--- config.mk ---
export PLATFORM = sky130hd
export DESIGN_NAME = wac_queue
export DESIGN_NICKNAME = d
export VERILOG_FILES = /design/src/hw/rtl/wac_pkg.sv /design/src/hw/rtl/wac_queue.sv
export SDC_FILE = /design/constraint.sdc
export NUM_CORES = 1
export LEC_CHECK = 0
export BUFFER_PORTS_ARGS = -buffer_cell sky130_fd_sc_hd__buf_2
export CAP_MARGIN = 25
export CORE_AREA = 3 3 265 267
export CTS_BUF_LIST = sky130_fd_sc_hd__clkbuf_2 sky130_fd_sc_hd__clkbuf_4 sky130_fd_sc_hd__clkbuf_8
export DETAILED_ROUTE_END_ITERATION = 10
export DIE_AREA = 0 0 268 270
export HOLD_SLACK_MARGIN = 0.15
export PLACE_DENSITY = 0.71
export SETUP_SLACK_MARGIN = 0.2
export SYNTH_ARGS = -nofsm -noshare
export SYNTH_HDL_FRONTEND = slang
export SYNTH_SLANG_ARGS = --single-unit
--- constraint.sdc ---
create_clock -name clk -period 13.9 [get_ports clk]
set_input_delay 2.78 -clock clk [delete_from_list [all_inputs] [get_ports clk]]
set_output_delay 2.78 -clock clk [all_outputs]
set_load 0.03 [all_outputs]
--- src/hw/rtl/wac_pkg.sv ---
// Shared types, opcodes and helper functions for the width-aware ALU.
// No dependencies; used by the front, queue, back and top-level modules.
package wac_pkg;

  localparam int MAX_WIDTH = 64;
  localparam int HALF_WIDTH = MAX_WIDTH / 2;
  localparam int WW = $clog2(MAX_WIDTH + 1);
  localparam int QDEPTH = 2;
  // Back pipeline length: one stage per quotient bit plus entry and output stages.
  localparam int NST = MAX_WIDTH + 2;

  typedef enum logic [3:0] {
    OP_ADD = 4'd0, OP_SUB = 4'd1, OP_MUL = 4'd2, OP_DIV = 4'd3, OP_REM = 4'd4,
    OP_AND = 4'd5, OP_OR = 4'd6, OP_XOR = 4'd7, OP_SHL = 4'd8, OP_SHR = 4'd9
  } op_t;

  // One classified item as it passes from the front part to the back part.
  typedef struct packed {
    logic [3:0]           kind;
    logic [MAX_WIDTH-1:0] a;
    logic [MAX_WIDTH-1:0] b;
    logic [MAX_WIDTH-1:0] ma;
    logic [MAX_WIDTH-1:0] mb;
    logic [MAX_WIDTH-1:0] mask;
    logic [WW-1:0]        w;
    logic                 an;
    logic                 bn;
    logic                 unk;
    logic                 nuw;
    logic                 nsw;
    logic                 sgn;
  } item_t;

  // Bit length with the quirk that the value two counts as one bit.
  function automatic logic [WW-1:0] bit_len_est(input logic [MAX_WIDTH-1:0] v);
    logic [WW-1:0] n;
    n = '0;
    for (int i = 0; i < MAX_WIDTH; i++) begin
      if (v[i]) n = WW'(i + 1);
    end
    if (v == MAX_WIDTH'(2)) n = WW'(1);
    return n;
  endfunction

endpackage

--- src/hw/rtl/wac_queue.sv ---
// Short queue between the front and back parts.
// Depends on wac_pkg.
module wac_queue import wac_pkg::*; (
  input  logic  clk,
  input  logic  rst,
  input  logic  iv,
  output logic  iready,
  input  item_t idata,
  output logic  ov,
  input  logic  oready,
  output item_t odata
);

  item_t mem [QDEPTH];
  logic [$clog2(QDEPTH)-1:0] wp, rp;
  logic [$clog2(QDEPTH):0]   cnt;
  logic push, pop;

  assign iready = cnt != ($clog2(QDEPTH)+1)'(QDEPTH);
  assign ov     = cnt != '0;
  assign odata  = mem[rp];
  assign push   = iv && iready;
  assign pop    = ov && oready;

  always_ff @(posedge clk) begin
    if (rst) begin
      wp <= '0;
      rp <= '0;
      cnt <= '0;
    end else begin
      if (push) wp <= wp + 1'b1;
      if (pop) rp <= rp + 1'b1;
      cnt <= cnt + ($clog2(QDEPTH)+1)'(push) - ($clog2(QDEPTH)+1)'(pop);
    end
    if (push) mem[wp] <= idata;
  end

endmodule

# [Word level (Yosys, flattened, before mapping)]
# Memory sizes are Yosys's and may differ from the RTL's. A register that Yosys moved wholly into a read port is not among the register bits.
# Cells that the tools add are included.
[totals] ff_bits=4 in_bits=341 ramBits=674 mem_count=1 output_inout_bits=339 wordCells=16
[op_classes] n_eq_ne=1 addsub=4 n_reduce_logical=3 mux=4
[memory_table] memory="mem" depth=2 word_bits=337 read_ports=1 rd_clocked_by_memory_dff=1 wr=1 line_no="wac_queue.sv:14" source="item_t mem [QDEPTH];"
[ops] op="1-bit two-way mux" n=4
[ops] op="1-bit adder (second input constant)" n=2
[ops] op="2-bit by 1-bit adder with 2-bit output" n=1
[ops] op="1-bit logical AND" n=2
[ops] op="2-bit != test (second input constant)" n=1
[ops] op="2-bit nonzero test" n=1
[ops] op="2-bit by 1-bit subtractor with 2-bit output" n=1

# [Depth between registers and ports, before layout]
[logic_depth] word_depth=4 depth_mapped=6

# [Least setup slack after synthesis]
# No wires, ideal clock.
[synth_timing] path_type="in2reg" from="input iv" to="memory mem[1][0] (netlist bit) (enable)" path_buffers=0 path_slack_ns=2.669 setup_time_ns=0.745 stages=1 arrival_time_ns=10.486 cell_sequence="and3_1"
[synth_between] elab_chain_cells=3
[synth_rtl] item="start: declaration" line_no="wac_queue.sv:6" source="input logic iv,"
[synth_rtl] item="1-bit logical AND" line_no="wac_queue.sv:22" source="assign push = iv && iready;"
[synth_rtl] item="1-bit two-way mux" line_no="wac_queue.sv:35" source="if (push) mem[wp] <= idata;"
[synth_rtl] item="1-bit two-way mux (implied by the code)" line_no="wac_queue.sv:35"
[synth_rtl] item="end: declaration" line_no="wac_queue.sv:14"
# Every way passes these cells.

==> impl_metrics.tcl <==
set metrics [dict create \
    status "finished clean" \
    cts.sink_count 679 \
    path_class "reg2out" \
    dr.pass1.iters 5 \
    grt_start_max_net_pins 173 \
    grt_setup_unrepaired "no" \
    setup_slack_ns 7.26 \
    start_util_pct 38.4 \
    combPwrFrac_pct 28.1 \
    routedWlPerCell_um 20.1 \
    cts_inserted_buffers 106 \
    syn_inst 1078 \
    htree_levels 3 \
    ys_types 23 \
    hold_violations 0 \
    period_needed_ns 6.64 \
    drt_iter0_markers 827 \
    synth.cell_area_um2 26200 \
    worstPathMaxFanout 125 \
    cts_tree "yes" \
    clkLatencyLatePin_ns 0.69 \
    placementRows 96 \
    grtUsageMet2_pct 26.5 \
    grt_pass1_wl_mm 82.7 \
    grt_use_met1_pct 16.6 \
    drt_wl_total_mm 56.5 \
    setup_viol 0 \
    dieArea_um2 72400 \
    crit_path_end_kind "primary output" \
    pre_cts_ws_ns 7.77 \
    avgSynthCellArea_um2 24.3 \
    arrival_ns 3.86 \
    die_w_um 268 \
    tightest_slew_ns 1.23 \
    area_delta_synth_final_pct 23.2 \
    drv_cap 0 \
    yosysWarnings 0 \
    cts_max_path_buffers 3 \
    cts_resized 0 \
    mostFrequentLayoutCells "buf_2 (679), edfxtp_1 (674), mux2_4 (330), clkbuf_8 (106), clkbuf_4 (38)" \
    pwr_density_cell_nw_per_um2 182 \
    p_sw_mw 1.83 \
    start_kind "register" \
    max_slew_margin_pct 17.7 \
    place_congestion 0.770 \
    internal_power_mw 4.06 \
    drv_slew 0 \
    layout-drive-gt1-share_pct 62.4 \
    hp-class "reg2reg" \
    postPlaceCellArea_um2 30200 \
    clk_pin_slew_worst_paths_ns 0.06 \
    vias_per_cell 4.57 \
    io_pins 680 \
    finalNetCount 2178 \
    period_share_pct 47.7 \
    clock_skew_ns 0.0314 \
    ys_seq_elements 679 \
    final_common_cell "buf_2" \
    p_leak_nw 12.6 \
    tns_ns 0 \
    overflow 0 \
    portBuffers 679 \
    fmax_mhz 151 \
    pwr-share-seq_pct 43.4 \
    ys_seq_area_share_pct 77.5 \
    cts_setup_buffers 0 \
    worst_ep_required_time_ns 11.12 \
    num_vias 12900 \
    top_usage_layer "met2" \
    drc_errors 0 \
    ant_nets 0 \
    dp_hpwl_mm 38.7 \
    clkPwrFrac_pct 28.4 \
    first_global_vias 13900 \
    stdcell_area_um2 32300 \
    switching_share_pct 31.1 \
    synth_fp_nets 1420 \
    core_area_um2 68300 \
    die_h_um 270 \
    met3_usage_pct 5.56 \
    antenna_found_initial 16 \
    track_usage_pct 15.1 \
    cts_hold_buf 0 \
    peakVddDrop_v 0.000136 \
    cts_root_buf "clkbuf_8" \
]
==> through the flow <==
step / std cells / hold slack (ns) / power, mW / util (%)
3_3_place_gp: 2610 / 0.482 / 4.25 / 44.1
2_1_floorplan: 1078 / 0.472 / 4.00 / -
3_5_place_dp: 2610 / 0.507 / 4.27 / 44.1
5_1_grt: 2814 / 0.559 / 6.14 / 47.3
6_report: 2817 / 0.507 / 5.89 / 47.3
4_1_cts: 2806 / 0.519 / 5.97 / 47.3
==> synth_stat cells <==
library cell	instances	area, um^2
edfxtp_1	674	20200
or2_2	1	6.26
inv_1	1	3.75
nand3_1	1	5.00
and3_1	1	6.26
a21oi_1	1	5.00
mux2_1	1	11.3
buf_12	33	661
mux2_4	330	4950
buf_6	5	56.3
xor2_1	1	8.76
nor2b_1	3	18.8
a21bo_2	1	10.0
nand2b_1	1	6.26
dfxtp_1	5	100
a211oi_1	1	7.51
ha_1	1	12.5
a21bo_1	1	10.0
nor2_1	5	18.8
a32oi_1	1	8.76
o21ai_0	2	10.0
mux2_2	7	78.8
nand3b_1	1	7.51
==> cells by family after synthesis <==
| family | synth area share [%] |
|---|---|
| xor gates and xnor gates | 0.0334 |
| AOI/OAI and AO/OA | 0.195 |
| adders and majority gates | 0.0477 |
| and+or+nand+nor | 0.262 |
| DFF | 77.5 |
| buffers and inverters | 2.75 |
| muxes | 19.2 |
==> layout make-up <==
cell class	count	area, um^2
Fill cell	5735	36000
Clock buffer	144	1740
Timing Repair Buffer	688	3500
Tap cell	882	1100
Antenna cell	11	27.5
Clock inverter	52	412
Inverter	1	11.3
Sequential cell	679	20300
Multi-Input combinational cell	360	5190
==> flip-flops by register name, indices dropped and copies added (netlist names), named ones only <==
name,flops
mem,674
cnt,2
rp,1
wp,1
==> worst max-delay path: stages (launching register included) <==
cell,delay [ns]
dfxtp_4,0.73
buf_4,0.87
buf_12,0.65
mux2_4,0.37
buf_2,0.18
==> power by group through the flow <==
stage,clock [mW],sequential (mW),combinational [mW]
detailed placement,0,2.60,1.67
global placement,0,2.59,1.66
floorplan,0,2.64,1.35
finish,1.67,2.56,1.66
CTS,1.73,2.56,1.67
global route,1.83,2.58,1.73
==> final timing paths <==
| check | startpoint | endpoint | slack (ns) | depth (start not counted) |
|---|---|---|---|---|
| max | register | odata[174] | 7.26 | 4 |
| min | rp$_SDFFE_PP0P_ | rp$_SDFFE_PP0P_ | 0.51 | 2 |
| max reg2reg | cnt[0]$_SDFF_PP0_ | mem[1][263]$_DFFE_PP_ | 10.14 | 4 |
| min reg2reg | rp$_SDFFE_PP0P_ | rp$_SDFFE_PP0P_ | 0.51 | 2 |
==> routing by layer <==
metal  vias up  share of wire (%)
met5         -              0.076
met4         8                2.7
met3       106                9.0
met2       531                 52
met1      6353                 36
li1       5868                  -
Power figures use the tool's default switching activity.
