==> src/hw/rtl/wac_pkg.sv <==
// Shared types, opcodes and helper functions for the width-aware ALU.
// No dependencies; used by the front, queue, back and top-level modules.
package wac_pkg;

  localparam int MAX_WIDTH = 64;
  localparam int HALF_WIDTH = MAX_WIDTH / 2;
  localparam int WW = $clog2(MAX_WIDTH + 1);
  localparam int QDEPTH = 2;
  // Back pipeline length: one stage per quotient bit plus entry and output stages.
  localparam int NST = MAX_WIDTH + 2;

  typedef enum logic [3:0] {
    OP_ADD = 4'd0, OP_SUB = 4'd1, OP_MUL = 4'd2, OP_DIV = 4'd3, OP_REM = 4'd4,
    OP_AND = 4'd5, OP_OR = 4'd6, OP_XOR = 4'd7, OP_SHL = 4'd8, OP_SHR = 4'd9
  } op_t;

  // One classified item as it passes from the front part to the back part.
  typedef struct packed {
    logic [3:0]           kind;
    logic [MAX_WIDTH-1:0] a;
    logic [MAX_WIDTH-1:0] b;
    logic [MAX_WIDTH-1:0] ma;
    logic [MAX_WIDTH-1:0] mb;
    logic [MAX_WIDTH-1:0] mask;
    logic [WW-1:0]        w;
    logic                 an;
    logic                 bn;
    logic                 unk;
    logic                 nuw;
    logic                 nsw;
    logic                 sgn;
  } item_t;

  // Bit length with the quirk that the value two counts as one bit.
  function automatic logic [WW-1:0] bit_len_est(input logic [MAX_WIDTH-1:0] v);
    logic [WW-1:0] n;
    n = '0;
    for (int i = 0; i < MAX_WIDTH; i++) begin
      if (v[i]) n = WW'(i + 1);
    end
    if (v == MAX_WIDTH'(2)) n = WW'(1);
    return n;
  endfunction

endpackage

==> src/hw/rtl/wac_front.sv <==
// Front part: clamps the width, masks operands and forms magnitudes.
// Depends on wac_pkg.
module wac_front import wac_pkg::*; (
  input  logic                 clk,
  input  logic                 rst,
  input  logic                 valid,
  output logic                 ready,
  input  logic [3:0]           kind,
  input  logic [63:0]          lhs_value,
  input  logic [63:0]          rhs_value,
  input  logic                 lhs_known,
  input  logic                 rhs_known,
  input  logic [6:0]           bit_width,
  input  logic                 no_unsigned_wrap,
  input  logic                 no_signed_wrap,
  input  logic                 signed_mode,
  output logic                 fv,
  input  logic                 fready,
  output item_t                fitem
);

  item_t         item_next;
  logic [WW-1:0] w;
  logic [MAX_WIDTH-1:0] mask, sbit;

  assign ready = !fv || fready;

  always_comb begin
    if (bit_width == 7'd0) w = WW'(1);
    else if (bit_width > 7'(MAX_WIDTH)) w = WW'(MAX_WIDTH);
    else w = WW'(bit_width);
    mask = {MAX_WIDTH{1'b1}} >> (WW'(MAX_WIDTH) - w);
    sbit = MAX_WIDTH'(1) << (w - WW'(1));
    item_next.kind = kind;
    item_next.w    = w;
    item_next.mask = mask;
    item_next.a    = lhs_value[MAX_WIDTH-1:0] & mask;
    item_next.b    = rhs_value[MAX_WIDTH-1:0] & mask;
    item_next.an   = |(item_next.a & sbit);
    item_next.bn   = |(item_next.b & sbit);
    // Negating the minimum value leaves it unchanged, which is its magnitude.
    item_next.ma   = item_next.an ? ((~item_next.a + MAX_WIDTH'(1)) & mask) : item_next.a;
    item_next.mb   = item_next.bn ? ((~item_next.b + MAX_WIDTH'(1)) & mask) : item_next.b;
    if (item_next.an && item_next.ma == '0) item_next.ma = sbit;
    if (item_next.bn && item_next.mb == '0) item_next.mb = sbit;
    item_next.unk  = !lhs_known || !rhs_known || (kind > 4'(OP_SHR));
    item_next.nuw  = no_unsigned_wrap;
    item_next.nsw  = no_signed_wrap;
    item_next.sgn  = signed_mode;
  end

  always_ff @(posedge clk) begin
    if (rst) begin
      fv <= 1'b0;
    end else if (ready) begin
      fv <= valid;
    end
    if (ready && valid) fitem <= item_next;
  end

endmodule

==> config.mk <==
export PLATFORM = sky130hd
export DESIGN_NAME = wac_front
export DESIGN_NICKNAME = d
export VERILOG_FILES = /design/src/hw/rtl/wac_pkg.sv /design/src/hw/rtl/wac_front.sv
export SDC_FILE = /design/constraint.sdc
export NUM_CORES = 1
export LEC_CHECK = 0
export BUFFER_PORTS_ARGS = -buffer_cell sky130_fd_sc_hd__buf_4
export CAP_MARGIN = 20
export CORE_ASPECT_RATIO = 2
export CORE_UTILIZATION = 33
export CTS_BUF_LIST = sky130_fd_sc_hd__clkbuf_16
export DETAILED_ROUTE_END_ITERATION = 10
export SLEW_MARGIN = 20
export SYNTH_ARGS = -nofsm -noshare
export SYNTH_HDL_FRONTEND = slang
export SYNTH_SLANG_ARGS = --single-unit
export TNS_END_PERCENT = 5
==> constraint.sdc <==
create_clock -name clk -period 18.2 [get_ports clk]
set_input_delay 0.91 -clock clk [delete_from_list [all_inputs] [get_ports clk]]
set_output_delay 0.91 -clock clk [all_outputs]
set_load 0.03 [all_outputs]
== Word level (Yosys, flattened, before mapping) ==
Index checks and enable logic that the tools add are counted.
Cells by class
  add/subtract/negate cells: 4
  magnitude comparators: 2
  shifts and indexed selects: 2
  muxes and demuxes: 6
  bitwise gates (word level): 8
  reduce and logical (&&, ||, !) cells: 14
Operators by type and width (count)
  $and A64 B64 Y64: 6
  $mux W64: 4
  $add A64 B1 Y64 const B: 2
  $logic_not A64 Y1: 2
  $not A64 Y64: 2
  $reduce_or A64 Y1: 2
  $shl A1 B7 Y64 const A: 1
  $shr A64 B7 Y64 const A: 1
  $mux W7: 2
  $gt A7 B7 Y1 const B: 1
  $logic_not A7 Y1: 1
  $sub A7 B1 Y7 const B: 1
  $sub A7 B7 Y7 const A: 1
  $gt A4 B4 Y1 const B: 1
  $logic_and A1 B1 Y1: 3
  $logic_not A1 Y1: 3
  $logic_or A1 B1 Y1: 3
Storage, ports and cells
  bits in registers: 338
  input port bits: 148
  output and inout port bits: 339
  logic and storage cells: 50

== Logic depth before layout (Yosys ltp) ==
Gate-level depths: netlist of run 1.
  depth in word-level cells: 13
  depth in mapped cells: 28
  depth with buffers taken out: 20

== Worst setup path before layout of run 1 ==
OpenSTA, ideal clock, no wires.
  path kind: input -> register
  start: input fready
  end: register fitem[0] (netlist bit) (enable)
  library setup time: 741 ps
  arrival time: 8908 ps
  data required time: 17459 ps
  setup slack: 8551 ps
  stages: 2
  buffers on the path: 0
  path through: nand2b_1 and2_1
On the way
  longest elaborated chain between the ends: 2
RTL lines
  start, declared: line wac_front.sv:18  | input logic fready,
  $logic_or A1 B1 Y1: line wac_front.sv:26  | assign ready = !fv || fready;
  $logic_and A1 B1 Y1: line wac_front.sv:58  | if (ready && valid) fitem <= item_next;
  end signal, assigned: line wac_front.sv:58
  end, declared: line wac_front.sv:19  | output item_t fitem
No other way between the ends.
A chain may end at the register's enable or synchronous reset.

==> flow_summary.yaml, run 1 <==
clock_tree:
  htree_num_levels: 1
  cts_tree: "done"
  clkSlewWorstSetupHoldPaths_ps: 70
  numCtsBuffers: 30
  cts_hold_buf: 0
  cts-resized-gates: 0
  cts_max_path_buffers: 3
  root_buffer: "clkbuf_16"
  postCtsSetupRepairBufs: 0
  clkLatencyLatePin_ps: 710
  cts.sinks: 338
sta:
  fin_skew_ps: 53.4
  slew_viol_final: 0
  timing.final.ws_setup_ps: 8790
  rsz0062_at_grt: "no"
  hold_viol: 0
  worst_pin_slew_ps: 1290
  setup_viol: 0
  post-route-min-period_ps: 9410
  whs_ps: 389
  fin_tns_setup_ps: 0
  finalCritPeriodShare_pct: 51.7
  fmax_mhz: 106
  slew_headroom_pct: 13.7
floorplan:
  coreArea_sq_um: 61800
  rows: 129
  initial_core_util_pct: 33.3
  io-pin-count: 487
  die-area_sq_um: 63400
  die_w_microns: 179
  die_h_microns: 355
synthesis:
  muxShareOfSynthArea_pct: 2.08
  synth_area_sq_um: 20600
  synth_cells: 2076
  yosys_warnings: 0
  ys_ff_latch: 338
  synth-edff-count: 337
  synthArstFlopShare_pct: 0
  synth_cell_types: 108
  synth.top_cell.area_share_pct: 49.2
  synth_flop_cell: "edfxtp_1"
  ys_seq_area_share_pct: 49.3
  synth_adder_area_share_pct: 0.523
  synth.avg_cell_area_sq_um: 9.92
  synth-simple-area-share_pct: 20.9
  syn_nets: 2231
  synth_xor_area_share_pct: 2.68
  yosysTopAreaCell: "edfxtp_1"
  synth_top_family_by_area: "simple AND/OR/NAND/NOR gates"
  synth.area.top_cells: "edfxtp_1 49%, nand2_1 3.6%, nor2_1 2.6%, o21ai_0 2.5%, inv_1 1.9%"
  synth-compound-area-share_pct: 19.5
setup_path:
  crit_required_ps: 18570
  critical_path.top_delay_family: "simple AND/OR/NAND/NOR gates"
  crit_fanout: 63
  cp.arrival_ps: 9780
  start_kind: "input port"
  critPathCaptureType: "register"
  path_cells: "buf_4 > or4_1 > a21oi_1 > ha_1 > buf_4 > nor2b_4 > nand3_1 > nand2_1 > ha_1 > o21ai_0 > buf_4 > nor4_1 > nand3_1 > nor4_1 > nor3_1 > o21ai_0 > o2111ai_1 > and4b_1 > nand3_2 > buf_4 > o31ai_2"
  critPathMaxStageDelay_ps: 940
  path_class: "input port to register"
  path_buf_inv: 4
  crit_slowest_cell: "o21ai_0"
  crit_top_cell: "buf_4"
  cp_num_cells: 21
  worstRegToRegCells: 4
min_path:
  hold_class: "input port to register"
  holdPathStages: 1
grt:
  grt_use_total_pct: 47.6
  grt_overflow: 0
  grt_max_degree: 172
  grt_pass1_wl_mm: 200
  grt_pass1_vias: 22200
  grt_antenna_before_repair: 8
place:
  place_ws_ps: 8470
  portBuffers: 486
  dp_hpwl_mm: 117
  gp_congestion: 1.07
layout:
  final_util_pct: 43.0
  n_fill_cell: 5988
  drive_above_1_share_pct: 29.3
  fin_nets: 2719
  area_growth_pct: 29.1
power:
  ir_drop_mv: 0.0859
  power.density_nw_per_um2: 94.3
  p_leak_nw: 10.1
routing:
  dr.pass1.iters: 6
  wl_per_cell_microns: 44.5
  routed_wl_mm: 150
  vias: 22300
  remaining_drc_errors: 0
  drt-vias-per-instance: 6.61
  drtAntennaViolNets: 0
  drt_iter0_markers: 3099
status:
  status: "completed"
run:
  maxCapViolations: 0
state kept, by name, indices dropped and copies added (netlist names):
name   flops
fitem    337
fv         1
through the flow:
stage                     power, W  instance area [sq um]  instances
after floorplan            0.00143                  20600       2076
after global placement     0.00181                  25400       3309
after detailed placement   0.00181                  25500       3313
after CTS                  0.00247                  26500       3368
after global routing       0.00255                  26600       3373
final                      0.00251                  26600       3377
Yosys cell counts, types with 8 or more instances:
master and instances:
edfxtp_1 337, nand2_1 196, nor2_1 144, inv_1 102
o21ai_0 102, a21oi_1 74, nand3_1 74, clkbuf_1 69
nor3_1 68, o21ai_1 59, and2_1 53, nand4_1 46
buf_2 40, mux2i_1 36, o31ai_1 34, xnor2_1 34
a31oi_1 30, xor2_1 29, o22ai_1 27, and3_1 25
nor3b_1 23, nor4_1 22, nand2b_1 21, or2_2 21
o211ai_1 20, nor2b_1 19, o2111ai_1 19, o21a_1 19
a21boi_0 16, or3_1 14, a211oi_1 13, buf_1 12
o31a_1 11, o21bai_1 10, o32ai_1 10, o41ai_1 10
o41ai_2 10, a32oi_1 9, nor4_2 9, nor4b_1 9
o221ai_1 9, or4_1 9, a22o_1 8, buf_4 8
cell families after synthesis:
logic type,count (synthesis)
simple gates,805
flops,338
xor+xnor,63
other cells,1
buf+inv,245
compound gates,573
fa+ha+maj,9
mux,42
layout by cell type, fill, tap and decap left out, drive strengths merged, types with 36 or more instances in the layout:
cell type,instances
a21oi,77
mux2i,36
nor3,73
o21ai,163
nand3,75
nand4,47
and2,54
buf,590
edfxtp,337
o31ai,37
nand2,196
nor2,145
inv,116
path summary, 6_finish.rpt:
path,from,end,slack (ps)
setup reg to reg,fv,fitem[227],15490
hold / removal,signed_mode,fitem[0],390
setup / recovery,bit_width[2],fitem[188],8790
hold reg to reg,fv,fv,560
layout make-up:
cell class                      count  area (sq um)  area share [%]
Antenna cell                        4          10.0          0.0377
Clock buffer                       30           751            2.82
Tap cell                          786           983            3.70
Sequential cell                   338         10100            38.1
Timing Repair Buffer              590          4450            16.7
Inverter                          111           417            1.57
Clock inverter                     25           238           0.894
Multi-Input combinational cell   1493          9600            36.1
layer usage:
metal | global-route usage [%] | routed length (microns)
met1 | 46.2 | 45400
met2 | 77.2 | 71600
met3 | 14.0 | 13400
met4 | 49.9 | 19800
met5 | 0 | 33
power by group:
part           leakage, nW  total, W  switching, W  internal (W)
sequential            3.27  0.000978     0.0000284      0.000949
combinational         6.35  0.000854      0.000609      0.000245
clock                0.500  0.000675      0.000329      0.000346
No activity file was read; power rests on OpenSTA's default activity.
==> inputs of run 2 (changes only) <==
--- a/config.mk
+++ b/config.mk
@@ -5,6 +5,7 @@
 export SDC_FILE = /design/constraint.sdc
 export NUM_CORES = 1
 export LEC_CHECK = 0
+export ABC_AREA = 1
 export BUFFER_PORTS_ARGS = -buffer_cell sky130_fd_sc_hd__buf_4
 export CAP_MARGIN = 20
 export CORE_ASPECT_RATIO = 2
==> constraint.sdc (replaced) <==
create_clock -name clk -period 8 [get_ports clk]
set_input_delay 0.4 -clock clk [delete_from_list [all_inputs] [get_ports clk]]
set_output_delay 0.4 -clock clk [all_outputs]
set_load 0.03 [all_outputs]
==> run 2 against run 1 <==
Critical path depth is 12 higher. Clock power is 140% higher. Critical endpoint is now fitem[87]. Count of clock-buffer cells in the layout is 7 higher. Synthesized area is 9.1% higher. Cell count is 36% higher. Combinational power grew to 3.0 times the previous value. Hold slack worse by 360 ps. Largest cell class is now multi-input gates. Power grew to 2.6 times the previous value. Final area is 7.9% higher. Highest routed layer unchanged. Non-clock buffer count is 3 lower.
==> flow_summary.yaml, run 2 <==
layout:
  drive_above_1_share_pct: 19.9
  largest_register: "fitem"
  largest_reg_flops: 337
  layout_common_cells: "1,041 x nand2_1, 577 x buf_4, 500 x nor2_1, 401 x inv_1, 395 x nand3_1"
  final_cell_area_sq_um: 28700
  reg_top3: "fitem: 337 flops, fv: 1 flops"
  layout.cells.most_common: "nand2_1"
  area_growth_pct: 27.7
  fin_nets: 3834
run:
  maxCapViolations: 0
sta:
  fin_skew_ps: 35.5
  setup_viol: 0
  fin_tns_setup_ps: 0
  post-route-min-period_ps: 6490
  rsz0062_at_grt: "no"
  slew_viol_final: 0
  worst_pin_slew_ps: 1140
  fmax_mhz: 154
  slew_headroom_pct: 23.7
  hold_viol: 0
  timing.final.ws_setup_ps: 1510
  finalCritPeriodShare_pct: 81.1
synthesis:
  synth_area_sq_um: 22500
  synth.most_common_cell: "nand2_1"
  synth.area.top_cells: "edfxtp_1 45%, nand2_1 17%, nand3_1 8.8%, nor2_1 8.4%, inv_1 6.6%"
  synthArstFlopShare_pct: 0
  synth.top_cell.area_share_pct: 45.0
  synth_cell_types: 48
  ys_seq_area_share_pct: 45.1
  synthTopCellsByCount: "1,042 x nand2_1, 501 x nor2_1, 395 x inv_1, 395 x nand3_1, 337 x edfxtp_1"
  synth.avg_cell_area_sq_um: 7.15
  yosys_warnings: 0
  synth_cells: 3142
  ys_ff_latch: 338
  yosysTopAreaCell: "edfxtp_1"
  synth_flop_cell: "edfxtp_1"
  synth-edff-count: 337
  syn_nets: 3297
floorplan:
  io-pin-count: 487
  initial_core_util_pct: 33.2
  die_w_microns: 186
  die-area_sq_um: 69200
  die_h_microns: 371
  coreArea_sq_um: 67600
  rows: 135
clock_tree:
  htree_num_levels: 2
  clkLatencyLatePin_ps: 580
  numCtsBuffers: 34
  cts_hold_buf: 0
  cts_max_path_buffers: 3
  cts_tree: "done"
  cts.sinks: 338
  postCtsSetupRepairBufs: 0
  cts-resized-gates: 0
  clkSlewWorstSetupHoldPaths_ps: 60
  root_buffer: "clkbuf_16"
setup_path:
  crit_required_ps: 8420
  crit_slowest_cell: "nand2_1"
  crit_fanout: 29
  r2r_start: "fv"
  path_class: "input port to register"
  cp.arrival_ps: 6910
  start_kind: "input port"
  crit_top_cell: "nand2_1"
  critPathLaunch: "bit_width[6]"
  critPathMaxStageDelay_ps: 750
  critPathCaptureType: "register"
power:
  p_leak_nw: 14.4
  p_total_w: 0.00646
  power.density_nw_per_um2: 225
  ir_drop_mv: 0.156
min_path:
  hold_class: "input port to register"
  hp-start: "no_unsigned_wrap"
routing:
  vias: 25100
  remaining_drc_errors: 0
  routed_wl_mm: 145
  drt_iter0_markers: 2622
  wl_per_cell_microns: 31.5
  drt-vias-per-instance: 5.46
  drtAntennaViolNets: 0
  dr.pass1.iters: 6
grt:
  grt_pass1_wl_mm: 193
  grt_antenna_before_repair: 7
  grt_overflow: 0
  grt_pass1_vias: 24800
  grt_use_total_pct: 40.9
  grt_max_degree: 137
place:
  portBuffers: 486
  dp_hpwl_mm: 118
  place_ws_ps: 1060
  place_area_sq_um: 27600
  gp_congestion: 1.06
status:
  status: "completed"
run 2: cell types whose count changed after synthesis, moves of 34 or more:
cell      before   now
nand2_1      196  1042
nor2_1       144   501
nand3_1       74   395
inv_1        102   395
clkbuf_1      69     9
a21oi_1       74    21
and2_1        53     5
nor3_1        68    21
o21ai_0      102    60
mux2i_1       36     0
nand4_1       46    82
o31ai_1       34     0
run 2: metal layers:
metal / up-vias / routed length, microns / GRT usage (%) / part of all wire [%]
li1: 11200 / - / - / -
met1: 11800 / 47500 / 41.3 / 33
met2: 1591 / 69900 / 70.7 / 48
met3: 536 / 10100 / 6.25 / 7.0
met4: 2 / 17400 / 41.5 / 12
met5: - / 9 / 0 / 0.0062
run 2: worst paths after layout:
check                                   to  slack [ps]  cells after the start
worst max-delay path             fitem[87]        1510                     33
worst min-delay path              fitem[2]          30                      1
worst max register to register  fitem[291]        5540                      3
worst min register to register          fv         540                      2
run 2: worst max-delay path: cells and delay by family:
family | cells | cell delay (ps)
buffers and inverters | 9 | 1620
and+or+nand+nor | 24 | 4790
run 2: cell type report:
cell class | count | area, sq um
multi-input combinational | 2295 | 10200
clock inverter | 23 | 161
inverter | 423 | 1600
fill | 7301 | 38900
antenna | 3 | 7.51
sequential | 338 | 10100
tap | 890 | 1110
timing repair buffer | 587 | 4530
clock buffer | 37 | 926
run 2: through the flow:
step / util [%] / instances / hold slack [ps]
5_1_grt: 42.5 / 4595 / 18.3
3_3_place_gp: 40.9 / 4533 / 527
4_1_cts: 42.5 / 4593 / 0.245
6_report: 42.5 / 4596 / 26.9
3_5_place_dp: 40.9 / 4533 / 534
2_1_floorplan: - / 3142 / 469
run 2: cell families after synthesis:
kind of cell | share of synthesized area [%]
AO/OA/AOI/OAI | 2.70
flip-flops | 45.1
XOR/XNOR | 1.21
other | 0.0167
buffers and inverters | 9.48
AND/OR/NAND/NOR | 41.1
adder cells (fa/ha/maj) | 0.390
run 2: power by group:
group | internal (W) | leakage (nW) | switching, W
combinational | 0.000653 | 10.5 | 0.00189
sequential | 0.00220 | 3.32 | 0.0000823
clock | 0.000899 | 0.560 | 0.000737
total | 0.00375 | 14.4 | 0.00271
